`src/sv/sal_pkg.sv`:
```
package sal_pkg;

   // Breakpoint table, voltage in 0.1 mV and angle in whole degrees
   localparam int NUM_POINTS = 7;
   localparam int NUM_SEGS   = NUM_POINTS - 1;
   localparam int SEG_W      = $clog2(NUM_SEGS);

   // Field widths
   localparam int VOLT_W    = 15;
   localparam int CODE_W    = 12;
   localparam int FS_W      = 9;
   localparam int ANGLE_V_W = 16;
   localparam int ANGLE_C_W = 17;
   localparam int DIFF_W    = 17;
   localparam int DEG_W     = 8;
   localparam int FRAC_W    = 8;

   // Stream payload widths, whole bytes
   localparam int REQ_W = 32;
   localparam int RSP_W = 56;

   // Pipeline depth and split
   localparam int NUM_STAGES  = 6;
   localparam int PATH_STAGES = 4;
   localparam int CMP_STAGES  = NUM_STAGES - PATH_STAGES;

   // Interpolation arithmetic
   localparam int DX_W        = 12;
   localparam int DY_W        = 14;
   localparam int T_W         = DX_W + DY_W;
   localparam int RECIP_SHIFT = T_W;
   localparam int RECIP_W     = 19;
   localparam int Q_W         = 14;
   localparam int REM_W       = 12;

   // Code scaling arithmetic
   localparam int PROD_W  = FS_W + CODE_W;
   localparam int CN_W    = PROD_W + FRAC_W;
   localparam int FOLD_W  = CN_W - CODE_W;
   localparam int Y_W     = FOLD_W + 1;
   localparam int Z_W     = CODE_W + 1;
   localparam int CROSS_W = 2 * CODE_W;
   localparam int E_W     = ANGLE_C_W + 1;

   localparam logic [CODE_W-1:0]    CODE_MAX    = 12'd4095;
   localparam logic [FS_W-1:0]      FS_RESET    = 9'd270;
   localparam logic [ANGLE_V_W-1:0] ANGLE_V_MAX = 16'd46080;

   localparam logic [VOLT_W-1:0] VOLT_POINTS [NUM_POINTS] =
      '{15'd800, 15'd4400, 15'd4900, 15'd5200, 15'd5500, 15'd5700, 15'd6100};
   localparam logic [DEG_W-1:0] ANGLE_POINTS [NUM_POINTS] =
      '{8'd0, 8'd50, 8'd70, 8'd90, 8'd110, 8'd130, 8'd180};

   // floor(2^RECIP_SHIFT / dx) per segment
   localparam logic [RECIP_W-1:0] SEG_RECIP [NUM_SEGS] = '{
      RECIP_W'((2 ** RECIP_SHIFT) / int'(VOLT_POINTS[1] - VOLT_POINTS[0])),
      RECIP_W'((2 ** RECIP_SHIFT) / int'(VOLT_POINTS[2] - VOLT_POINTS[1])),
      RECIP_W'((2 ** RECIP_SHIFT) / int'(VOLT_POINTS[3] - VOLT_POINTS[2])),
      RECIP_W'((2 ** RECIP_SHIFT) / int'(VOLT_POINTS[4] - VOLT_POINTS[3])),
      RECIP_W'((2 ** RECIP_SHIFT) / int'(VOLT_POINTS[5] - VOLT_POINTS[4])),
      RECIP_W'((2 ** RECIP_SHIFT) / int'(VOLT_POINTS[6] - VOLT_POINTS[5]))
   };

   typedef struct packed {
      logic [ANGLE_V_W-1:0] angle;
      logic [REM_W-1:0]     rem;
      logic [DX_W-1:0]      dx;
   } volt_res_type;

   typedef struct packed {
      logic [ANGLE_C_W-1:0] angle;
      logic [CODE_W-1:0]    rem;
   } code_res_type;

   function automatic logic [VOLT_W-1:0] seg_x0(input logic [SEG_W-1:0] s);
      logic [VOLT_W-1:0] r;
      r = '0;
      for (int i = 0; i < NUM_SEGS; i++) begin
         if (s == SEG_W'(i)) r = VOLT_POINTS[i];
      end
      return r;
   endfunction

   function automatic logic [DEG_W-1:0] seg_y0(input logic [SEG_W-1:0] s);
      logic [DEG_W-1:0] r;
      r = '0;
      for (int i = 0; i < NUM_SEGS; i++) begin
         if (s == SEG_W'(i)) r = ANGLE_POINTS[i];
      end
      return r;
   endfunction

   function automatic logic [DX_W-1:0] seg_dx(input logic [SEG_W-1:0] s);
      logic [DX_W-1:0] r;
      r = '0;
      for (int i = 0; i < NUM_SEGS; i++) begin
         if (s == SEG_W'(i)) r = DX_W'(VOLT_POINTS[i+1] - VOLT_POINTS[i]);
      end
      return r;
   endfunction

   // Angle step of a segment scaled by 256
   function automatic logic [DY_W-1:0] seg_dy(input logic [SEG_W-1:0] s);
      logic [DY_W-1:0] r;
      r = '0;
      for (int i = 0; i < NUM_SEGS; i++) begin
         if (s == SEG_W'(i)) r = DY_W'({ANGLE_POINTS[i+1] - ANGLE_POINTS[i], 8'd0});
      end
      return r;
   endfunction

   function automatic logic [RECIP_W-1:0] seg_recip(input logic [SEG_W-1:0] s);
      logic [RECIP_W-1:0] r;
      r = '0;
      for (int i = 0; i < NUM_SEGS; i++) begin
         if (s == SEG_W'(i)) r = SEG_RECIP[i];
      end
      return r;
   endfunction

endpackage

```
`src/sv/sal_volt_path.sv`:
```
module sal_volt_path (
   input  logic                                 clock,
   input  logic [sal_pkg::PATH_STAGES-1:0]      stage_en,
   input  logic [sal_pkg::VOLT_W-1:0]           sample_voltage,
   output sal_pkg::volt_res_type                res
);

   // s1: segment search and offset into the segment
   logic                           lo_clamp, hi_clamp;
   logic [sal_pkg::SEG_W-1:0]      seg;
   logic [sal_pkg::SEG_W-1:0]      s1_seg_in, s1_seg_ff;
   logic [sal_pkg::DX_W-1:0]       s1_d_in, s1_d_ff;
   logic [sal_pkg::DEG_W-1:0]      s1_y0_in, s1_y0_ff;

   always_comb begin
      lo_clamp = sample_voltage <= sal_pkg::VOLT_POINTS[0];
      hi_clamp = sample_voltage >= sal_pkg::VOLT_POINTS[sal_pkg::NUM_POINTS-1];
      seg = '0;
      for (int j = 1; j < sal_pkg::NUM_POINTS - 1; j++) begin
         if (sample_voltage >= sal_pkg::VOLT_POINTS[j]) seg = sal_pkg::SEG_W'(seg + 1'b1);
      end
      s1_seg_in = seg;
      // clamped voltages sit on a breakpoint: zero offset
      s1_d_in   = (lo_clamp || hi_clamp) ? '0
                : sal_pkg::DX_W'(sample_voltage - sal_pkg::seg_x0(seg));
      s1_y0_in  = hi_clamp ? sal_pkg::ANGLE_POINTS[sal_pkg::NUM_POINTS-1]
                : sal_pkg::seg_y0(seg);
   end

   // s2: numerator t = offset * dy * 256
   logic [sal_pkg::T_W-1:0]        s2_t_in, s2_t_ff;
   logic [sal_pkg::SEG_W-1:0]      s2_seg_ff;
   logic [sal_pkg::DEG_W-1:0]      s2_y0_ff;

   assign s2_t_in = sal_pkg::T_W'(s1_d_ff * sal_pkg::seg_dy(s1_seg_ff));

   // s3: quotient estimate by reciprocal, low by at most one
   logic [sal_pkg::T_W+sal_pkg::RECIP_W-1:0] recip_prod;
   logic [sal_pkg::Q_W-1:0]        s3_q_in, s3_q_ff;
   logic [sal_pkg::T_W-1:0]        s3_t_ff;
   logic [sal_pkg::SEG_W-1:0]      s3_seg_ff;
   logic [sal_pkg::DEG_W-1:0]      s3_y0_ff;

   always_comb begin
      recip_prod = s2_t_ff * sal_pkg::seg_recip(s2_seg_ff);
      s3_q_in    = sal_pkg::Q_W'(recip_prod >> sal_pkg::RECIP_SHIFT);
   end

   // s4: remainder, one correction step, angle
   logic [sal_pkg::DX_W-1:0]       dx;
   logic [sal_pkg::T_W-1:0]        rem0;
   logic                           fix;
   sal_pkg::volt_res_type          s4_res_in, s4_res_ff;

   always_comb begin
      dx   = sal_pkg::seg_dx(s3_seg_ff);
      rem0 = sal_pkg::T_W'(s3_t_ff - sal_pkg::T_W'(s3_q_ff * dx));
      fix  = rem0 >= sal_pkg::T_W'(dx);
      s4_res_in.rem   = fix ? sal_pkg::REM_W'(rem0 - sal_pkg::T_W'(dx))
                            : sal_pkg::REM_W'(rem0);
      s4_res_in.angle = sal_pkg::ANGLE_V_W'({s3_y0_ff, 8'd0})
                      + sal_pkg::ANGLE_V_W'(s3_q_ff)
                      + sal_pkg::ANGLE_V_W'(fix);
      s4_res_in.dx    = dx;
   end

   always_ff @(posedge clock) begin
      if (stage_en[0]) begin
         s1_seg_ff <= s1_seg_in;
         s1_d_ff   <= s1_d_in;
         s1_y0_ff  <= s1_y0_in;
      end
      if (stage_en[1]) begin
         s2_t_ff   <= s2_t_in;
         s2_seg_ff <= s1_seg_ff;
         s2_y0_ff  <= s1_y0_ff;
      end
      if (stage_en[2]) begin
         s3_q_ff   <= s3_q_in;
         s3_t_ff   <= s2_t_ff;
         s3_seg_ff <= s2_seg_ff;
         s3_y0_ff  <= s2_y0_ff;
      end
      if (stage_en[3]) begin
         s4_res_ff <= s4_res_in;
      end
   end

   assign res = s4_res_ff;

endmodule

```
`src/sv/sal_code_path.sv`:
```
module sal_code_path (
   input  logic                                 clock,
   input  logic [sal_pkg::PATH_STAGES-1:0]      stage_en,
   input  logic [sal_pkg::CODE_W-1:0]           sample_code,
   input  logic [sal_pkg::FS_W-1:0]             full_scale,
   output sal_pkg::code_res_type                res
);

   // s1: full_scale * code
   logic [sal_pkg::PROD_W-1:0]     s1_p_in, s1_p_ff;

   assign s1_p_in = full_scale * sample_code;

   // s2: 4096 = 4095 + 1, so cn = hi*4095 + (hi + lo)
   logic [sal_pkg::CN_W-1:0]       cn;
   logic [sal_pkg::FOLD_W-1:0]     s2_hi_in, s2_hi_ff;
   logic [sal_pkg::Y_W-1:0]        s2_y_in, s2_y_ff;

   always_comb begin
      cn       = {s1_p_ff, 8'd0};
      s2_hi_in = cn[sal_pkg::CN_W-1:sal_pkg::CODE_W];
      s2_y_in  = sal_pkg::Y_W'(s2_hi_in) + sal_pkg::Y_W'(cn[sal_pkg::CODE_W-1:0]);
   end

   // s3: second fold leaves z below twice 4095
   logic [sal_pkg::Y_W-sal_pkg::CODE_W-1:0] hi2;
   logic [sal_pkg::ANGLE_C_W-1:0]  s3_q_in, s3_q_ff;
   logic [sal_pkg::Z_W-1:0]        s3_z_in, s3_z_ff;

   always_comb begin
      hi2     = s2_y_ff[sal_pkg::Y_W-1:sal_pkg::CODE_W];
      s3_z_in = sal_pkg::Z_W'(hi2) + sal_pkg::Z_W'(s2_y_ff[sal_pkg::CODE_W-1:0]);
      s3_q_in = sal_pkg::ANGLE_C_W'(s2_hi_ff) + sal_pkg::ANGLE_C_W'(hi2);
   end

   // s4: final compare and subtract
   logic                           wrap;
   sal_pkg::code_res_type          s4_res_in, s4_res_ff;

   always_comb begin
      wrap = s3_z_ff >= sal_pkg::Z_W'(sal_pkg::CODE_MAX);
      s4_res_in.angle = s3_q_ff + sal_pkg::ANGLE_C_W'(wrap);
      s4_res_in.rem   = wrap ? sal_pkg::CODE_W'(s3_z_ff - sal_pkg::Z_W'(sal_pkg::CODE_MAX))
                             : sal_pkg::CODE_W'(s3_z_ff);
   end

   always_ff @(posedge clock) begin
      if (stage_en[0]) s1_p_ff <= s1_p_in;
      if (stage_en[1]) begin
         s2_hi_ff <= s2_hi_in;
         s2_y_ff  <= s2_y_in;
      end
      if (stage_en[2]) begin
         s3_q_ff <= s3_q_in;
         s3_z_ff <= s3_z_in;
      end
      if (stage_en[3]) s4_res_ff <= s4_res_in;
   end

   assign res = s4_res_ff;

endmodule

```
`src/sv/sal_compare.sv`:
```
module sal_compare (
   input  logic                                 clock,
   input  logic [sal_pkg::CMP_STAGES-1:0]       stage_en,
   input  sal_pkg::volt_res_type                volt_res,
   input  sal_pkg::code_res_type                code_res,
   output logic [sal_pkg::ANGLE_V_W-1:0]        angle_from_voltage,
   output logic [sal_pkg::ANGLE_C_W-1:0]        angle_from_code,
   output logic [sal_pkg::DIFF_W-1:0]           angle_difference
);

   // s5: sign of the fraction difference r/dx - s/4095, integer difference
   logic [sal_pkg::CROSS_W-1:0]    lhs, rhs;
   logic                           s5_lt_in, s5_lt_ff, s5_gt_in, s5_gt_ff;
   logic signed [sal_pkg::E_W-1:0] s5_e_in, s5_e_ff;
   logic [sal_pkg::ANGLE_V_W-1:0]  s5_av_ff;
   logic [sal_pkg::ANGLE_C_W-1:0]  s5_ac_ff;

   always_comb begin
      lhs      = volt_res.rem * sal_pkg::CODE_MAX;
      rhs      = code_res.rem * volt_res.dx;
      s5_lt_in = lhs < rhs;
      s5_gt_in = lhs > rhs;
      s5_e_in  = $signed(sal_pkg::E_W'(volt_res.angle)) - $signed(sal_pkg::E_W'(code_res.angle));
   end

   // s6: floor of |E + f|
   logic signed [sal_pkg::E_W-1:0] neg_e;
   logic [sal_pkg::DIFF_W-1:0]     s6_diff_in, s6_diff_ff;
   logic [sal_pkg::ANGLE_V_W-1:0]  s6_av_ff;
   logic [sal_pkg::ANGLE_C_W-1:0]  s6_ac_ff;

   always_comb begin
      neg_e = -s5_e_ff;
      if (s5_e_ff > 0) begin
         s6_diff_in = sal_pkg::DIFF_W'(s5_e_ff) - sal_pkg::DIFF_W'(s5_lt_ff);
      end else if (s5_e_ff < 0) begin
         s6_diff_in = sal_pkg::DIFF_W'(neg_e) - sal_pkg::DIFF_W'(s5_gt_ff);
      end else begin
         s6_diff_in = '0;
      end
   end

   always_ff @(posedge clock) begin
      if (stage_en[0]) begin
         s5_lt_ff <= s5_lt_in;
         s5_gt_ff <= s5_gt_in;
         s5_e_ff  <= s5_e_in;
         s5_av_ff <= volt_res.angle;
         s5_ac_ff <= code_res.angle;
      end
      if (stage_en[1]) begin
         s6_diff_ff <= s6_diff_in;
         s6_av_ff   <= s5_av_ff;
         s6_ac_ff   <= s5_ac_ff;
      end
   end

   assign angle_from_voltage = s6_av_ff;
   assign angle_from_code    = s6_ac_ff;
   assign angle_difference   = s6_diff_ff;

endmodule

```
`src/sv/sensor_angle_linearizer_top.sv`:
```
// Channel  Dir  Handshake              Payload (lowest bit first)
// req      in   req_tvalid/req_tready  sample_voltage[14:0], sample_code[26:15]
// rsp      out  rsp_tvalid/rsp_tready  angle_from_voltage[15:0], angle_from_code[32:16],
//                                      angle_difference[49:33]
// csr      in   csr_valid/csr_ready    code_full_scale_angle[8:0]
//
// One item per cycle sustained while rsp_tready stays high; six register stages,
// the deepest being the reciprocal multiply of the interpolation quotient.
// Synchronous active-high reset clears the stage valid bits and sets the
// full-scale angle to 270 degrees.
// A stalled output holds stage six; each stage moves on when its successor has
// room, so bubbles close up and the input stays ready until every stage is full.
module sensor_angle_linearizer_top (
   input  logic                          clock,
   input  logic                          reset,
   input  logic                          req_tvalid,
   output logic                          req_tready,
   input  logic [sal_pkg::REQ_W-1:0]     req_tdata,  // sample_voltage, sample_code, zero pad
   output logic                          rsp_tvalid,
   input  logic                          rsp_tready,
   output logic [sal_pkg::RSP_W-1:0]     rsp_tdata,  // angle_from_voltage, angle_from_code,
                                                     // angle_difference, zero pad
   input  logic                          csr_valid,
   output logic                          csr_ready,
   input  logic [sal_pkg::FS_W-1:0]      csr_wdata   // code_full_scale_angle
);

   localparam int LAST = sal_pkg::NUM_STAGES - 1;

   logic [sal_pkg::VOLT_W-1:0]      sample_voltage;
   logic [sal_pkg::CODE_W-1:0]      sample_code;
   logic [sal_pkg::FS_W-1:0]        full_scale_in, full_scale_ff;
   logic [sal_pkg::NUM_STAGES-1:0]  valid_in, valid_ff;
   logic [sal_pkg::NUM_STAGES-1:0]  stage_en;
   sal_pkg::volt_res_type           volt_res;
   sal_pkg::code_res_type           code_res;
   logic [sal_pkg::ANGLE_V_W-1:0]   angle_from_voltage;
   logic [sal_pkg::ANGLE_C_W-1:0]   angle_from_code;
   logic [sal_pkg::DIFF_W-1:0]      angle_difference;

   assign sample_voltage = req_tdata[sal_pkg::VOLT_W-1:0];
   assign sample_code    = req_tdata[sal_pkg::VOLT_W +: sal_pkg::CODE_W];

   // The user must write the register only while idle, so no hazard with items in flight; the block does not enforce it
   assign csr_ready     = 1'b1;
   assign full_scale_in = csr_valid ? csr_wdata : full_scale_ff;

   // Stage i loads when it is empty or its successor loads
   always_comb begin
      stage_en[LAST] = !valid_ff[LAST] || rsp_tready;
      for (int i = LAST - 1; i >= 0; i--) begin
         stage_en[i] = !valid_ff[i] || stage_en[i+1];
      end
      valid_in[0] = stage_en[0] ? req_tvalid : valid_ff[0];
      for (int i = 1; i <= LAST; i++) begin
         if (stage_en[i]) valid_in[i] = valid_ff[i-1];
         else             valid_in[i] = valid_ff[i];
      end
   end

   always_ff @(posedge clock) begin
      if (reset) begin
         valid_ff      <= '0;
         full_scale_ff <= sal_pkg::FS_RESET;
      end else begin
         valid_ff      <= valid_in;
         full_scale_ff <= full_scale_in;
      end
   end

   assign req_tready = stage_en[0];
   assign rsp_tvalid = valid_ff[LAST];

   sal_volt_path u_volt (
      .clock          (clock),
      .stage_en       (stage_en[sal_pkg::PATH_STAGES-1:0]),
      .sample_voltage (sample_voltage),
      .res            (volt_res)
   );

   sal_code_path u_code (
      .clock       (clock),
      .stage_en    (stage_en[sal_pkg::PATH_STAGES-1:0]),
      .sample_code (sample_code),
      .full_scale  (full_scale_ff),
      .res         (code_res)
   );

   sal_compare u_cmp (
      .clock              (clock),
      .stage_en           (stage_en[LAST:sal_pkg::PATH_STAGES]),
      .volt_res           (volt_res),
      .code_res           (code_res),
      .angle_from_voltage (angle_from_voltage),
      .angle_from_code    (angle_from_code),
      .angle_difference   (angle_difference)
   );

   assign rsp_tdata = sal_pkg::RSP_W'({angle_difference, angle_from_code, angle_from_voltage});

`ifndef SYNTHESIS
   a_reset_empties: assert property (@(posedge clock) reset |=> !rsp_tvalid)
      else $error("output valid after reset");

   a_accept_enters: assert property (@(posedge clock) disable iff (reset)
      (req_tvalid && req_tready) |=> valid_ff[0])
      else $error("accepted item did not enter stage one");

   a_full_blocks: assert property (@(posedge clock) disable iff (reset)
      ((&valid_ff) && !rsp_tready) |-> !req_tready)
      else $error("input ready while pipeline full and stalled");

   a_volt_range: assert property (@(posedge clock) disable iff (reset)
      rsp_tvalid |-> (rsp_tdata[sal_pkg::ANGLE_V_W-1:0] <= sal_pkg::ANGLE_V_MAX))
      else $error("voltage angle beyond last breakpoint angle");
`endif

endmodule
```
`config.mk`:
```
export PLATFORM = sky130hd
export DESIGN_NAME = sensor_angle_linearizer_top
export DESIGN_NICKNAME = d
export VERILOG_FILES = /design/src/sv/sal_pkg.sv /design/src/sv/sal_volt_path.sv /design/src/sv/sal_code_path.sv /design/src/sv/sal_compare.sv /design/src/sv/sensor_angle_linearizer_top.sv
export SDC_FILE = /design/constraint.sdc
export NUM_CORES = 2
export LEC_CHECK = 0
export ABC_AREA = 1
export BUFFER_PORTS_ARGS = -buffer_cell sky130_fd_sc_hd__buf_2
export CAP_MARGIN = 20
export CORE_MARGIN = 5
export CORE_UTILIZATION = 60
export CTS_BUF_LIST = sky130_fd_sc_hd__clkbuf_16
export CTS_CLUSTER_DIAMETER = 30
export DETAILED_ROUTE_END_ITERATION = 7
export PLACE_DENSITY = 0.81
export SLEW_MARGIN = 40
export SYNTH_ARGS = -nofsm -noshare
export SYNTH_HDL_FRONTEND = slang
export SYNTH_SLANG_ARGS = --single-unit
```
`constraint.sdc`:
```
create_clock -name clock -period 13.6 [get_ports clock]
set_input_delay 2.72 -clock clock [delete_from_list [all_inputs] [get_ports clock]]
set_output_delay 2.72 -clock clock [all_outputs]
set_load 0.005 [all_outputs]
```
==> results.yml <==
sta:
  setup_viol: 0
  slew_violations: 0
  min_period_ns: 9.53
  max_freq_mhz: 105
  worst_slew_pin_slew_ns: 0.880
  rsz0062_at_grt: "no"
  timing.final.crit_share: 0.701
  worst_slew_margin_rel: 0.411
  tns_ns: 0
  fin_skew_ns: 0.0247
  hold_viol: 0
detailed_routing:
  routed_wl_microns: 97600
  drt-vias-per-instance: 5.41
  met1Wirelength_microns: 39300
  via_count: 31800
  wl_met3_microns: 6950
  dr.max_layer_used: "met4"
  firstDrtPassIters: 8
  drt_iter0_markers: 2668
  route.met2.wl_microns: 47000
  ant_nets: 0
  drc: 0
  wl_per_cell_microns: 16.6
synth:
  synth.ff_latch_count: 339
  synth_top_cell_by_area: "fa_1"
  yosys.area_share.simple: 0.140
  ys_warn_count: 0
  synth-compound-area-share: 0.0527
  synth_area_leaders: "fa_1 27%, edfxtp_1 23%, ha_1 15%"
  synth_area_per_cell_sq_um: 8.90
  synthXorXnorAreaFrac: 0.0417
  async_reset_ff_frac: 0
  synthFlopType: "edfxtp_1"
  syn-cell-area_sq_um: 42700
  ys_types: 59
  yosysTopAreaCellShare: 0.266
  synthCells: 4793
  synth-edff-count: 324
  synth_adder_area_share: 0.413
  seq_area_frac_synth: 0.235
  synthMuxAreaShare: 0.000264
  synth_top_family_by_area: "adder cells"
grt:
  grt_pass1_wl_microns: 163000
  grt_max_degree: 66
  grt_remaining_overflow: 0
  antenna_found_initial: 0
  grtUsageTotal: 0.257
  grt_pass1_vias: 32700
cts:
  cts_tree: "yes"
  root_buffer: "clkbuf_16"
  post_cts_resized: 0
  cts_buffer_depth: 3
  clk_pin_slew_ns: 0.06
  cts_sinks: 339
  htree_levels: 2
  post-cts-setup-buffers: 0
  clk_latency_ns: 0.62
  numCtsBuffers: 56
  ctsHoldBuffers: 0
critical_path:
  path_common_cell: "nand2_1"
  worst_path_max_delay_cell: "fa_1"
  slowest_delay_ns: 0.54
  end_kind: "register"
  path_class: "register to register"
  startpoint_type: "register"
  arrival_ns: 9.98
  cp.required_ns: 14.05
  crit_path_max_fanout: 12
run_status:
  status: "complete, no violations"
final_layout:
  syn_to_final_growth_pct: 8.01
  antenna_cells: 0
  layoutNonFillerInstCount: 5878
  design_area_sq_um: 46100
  nNetsFinal: 6007
  drive_gt1_frac: 0.0522
floorplanning:
  initial_core_util: 0.607
  die-width_microns: 277
  rows: 97
  die_y_microns: 277
  core-area_sq_um: 70300
  ioPinCount: 105
  die-area_sq_um: 76500
place:
  placed_cells: 5773
  gp_congestion: 0.992
  port_buffers: 92
  dpl.hpwl_microns: 79200
  placed_area_sq_um: 44100
hold_path:
  worstHoldPathType: "register to register"
run:
  drv_cap: 0
-- worst max-delay path: cells and delay by family (launching register included) --
kind	cells	cell delay, ns
adder cells (fa/ha/maj)	9	3.22
AO/OA/AOI/OAI	6	0.93
flip-flops	1	0.38
AND/OR/NAND/NOR	22	3.33
buffers and inverters	8	1.21
XOR/XNOR	2	0.29
-- sequential cells by signal (all words and copies together), names as in the netlist, 17 cells and up --
register	cells
u_cmp.s5_e_ff	18
u_volt.s3_t_ff	17
u_code.res	28
u_volt.s2_t_ff	17
u_cmp.s5_ac_ff	17
u_code.s2_y_ff	18
u_code.s1_p_ff	21
u_cmp.angle_from_code	17
u_volt.res	33
u_cmp.angle_difference	17
-- area by class of cell --
cell class	count	area (sq um)
inverters	1251	4700
clock inverters	48	534
well taps	940	1180
fillers	5272	24200
repair buffers	106	582
clock buffers	56	1400
multi-input cells	3138	27700
flip-flops and latches	339	10000
-- cell families (layout without fill, tap and decap cells) --
kind of cell	after synthesis	after routing
AND/OR/NAND/NOR	1458	1458
buffers and inverters	1321	1461
adder cells (fa/ha/maj)	1069	1069
AO/OA/AOI/OAI	400	400
flip-flops	339	339
XOR/XNOR	203	203
other	2	7
multiplexers	1	1
-- cells in the mapped netlist (all sizes together), types with 57 or more instances --
master / instances
o21ai: 116
nor2: 443
a21oi: 193
ha: 502
nand2: 811
inv: 1240
edfxtp: 324
xnor2: 64
nand3: 111
fa: 567
clkbuf: 57
xor2: 139
-- routing by layer --
metal  global-route usage  vias up
met1                0.339    15300
met4               0.0986        0
met3               0.0418      280
met5                    0        -
li1                     -    14900
met2                0.433     1272
-- final timing paths --
check	depth (start not counted)	startpoint	slack, ns	end
setup reg to reg	47	u_volt.s3_seg_ff[0]$_DFFE_PP_	4.07	u_volt.res[38]$_DFFE_PP_
hold reg to reg	0	u_cmp.s5_av_ff[9]$_DFFE_PP_	0.41	u_cmp.angle_from_voltage[9]$_DFFE_PP_
setup / recovery	47	u_volt.s3_seg_ff[0]$_DFFE_PP_	4.07	u_volt.res[38]$_DFFE_PP_
hold / removal	0	u_cmp.s5_av_ff[9]$_DFFE_PP_	0.41	u_cmp.angle_from_voltage[9]$_DFFE_PP_
-- through the flow --
step / hold WS [ns] / setup WS [ns] / util
after floorplan: 0.400 / 1.96 / -
after global placement: 0.400 / 3.89 / 0.628
after detailed placement: 0.405 / 4.07 / 0.628
after CTS: 0.407 / 3.95 / 0.656
after global routing: 0.412 / 3.55 / 0.656
final: 0.405 / 4.07 / 0.656
-- cells in the final DEF, fill, tap and decap left out, types with 6 or more instances in the layout --
master	Yosys	routed
a21o_1	14	14
a21oi_1	190	190
a31oi_1	21	21
buf_2	4	92
buf_4	7	12
bufinv_16	0	6
clkbuf_16	0	56
clkinv_1	11	17
clkinv_2	0	6
clkinv_4	0	7
conb_1	2	7
dfxtp_1	15	15
edfxtp_1	324	324
fa_1	567	567
ha_1	502	502
inv_1	1231	1229
inv_2	9	14
inv_6	0	11
nand2_1	795	794
nand2_2	14	14
nand3_1	106	106
nand3b_1	6	6
nand4_1	47	47
nor2_1	432	431
nor2_2	7	8
nor3_1	26	26
o21ai_0	112	112
o21bai_1	11	11
o31ai_1	9	9
xnor2_1	64	64
xor2_1	139	139
Power is left out: the tool's default activity adds up to more than one toggle a clock period on the data nets, which glitch-free logic cannot reach.
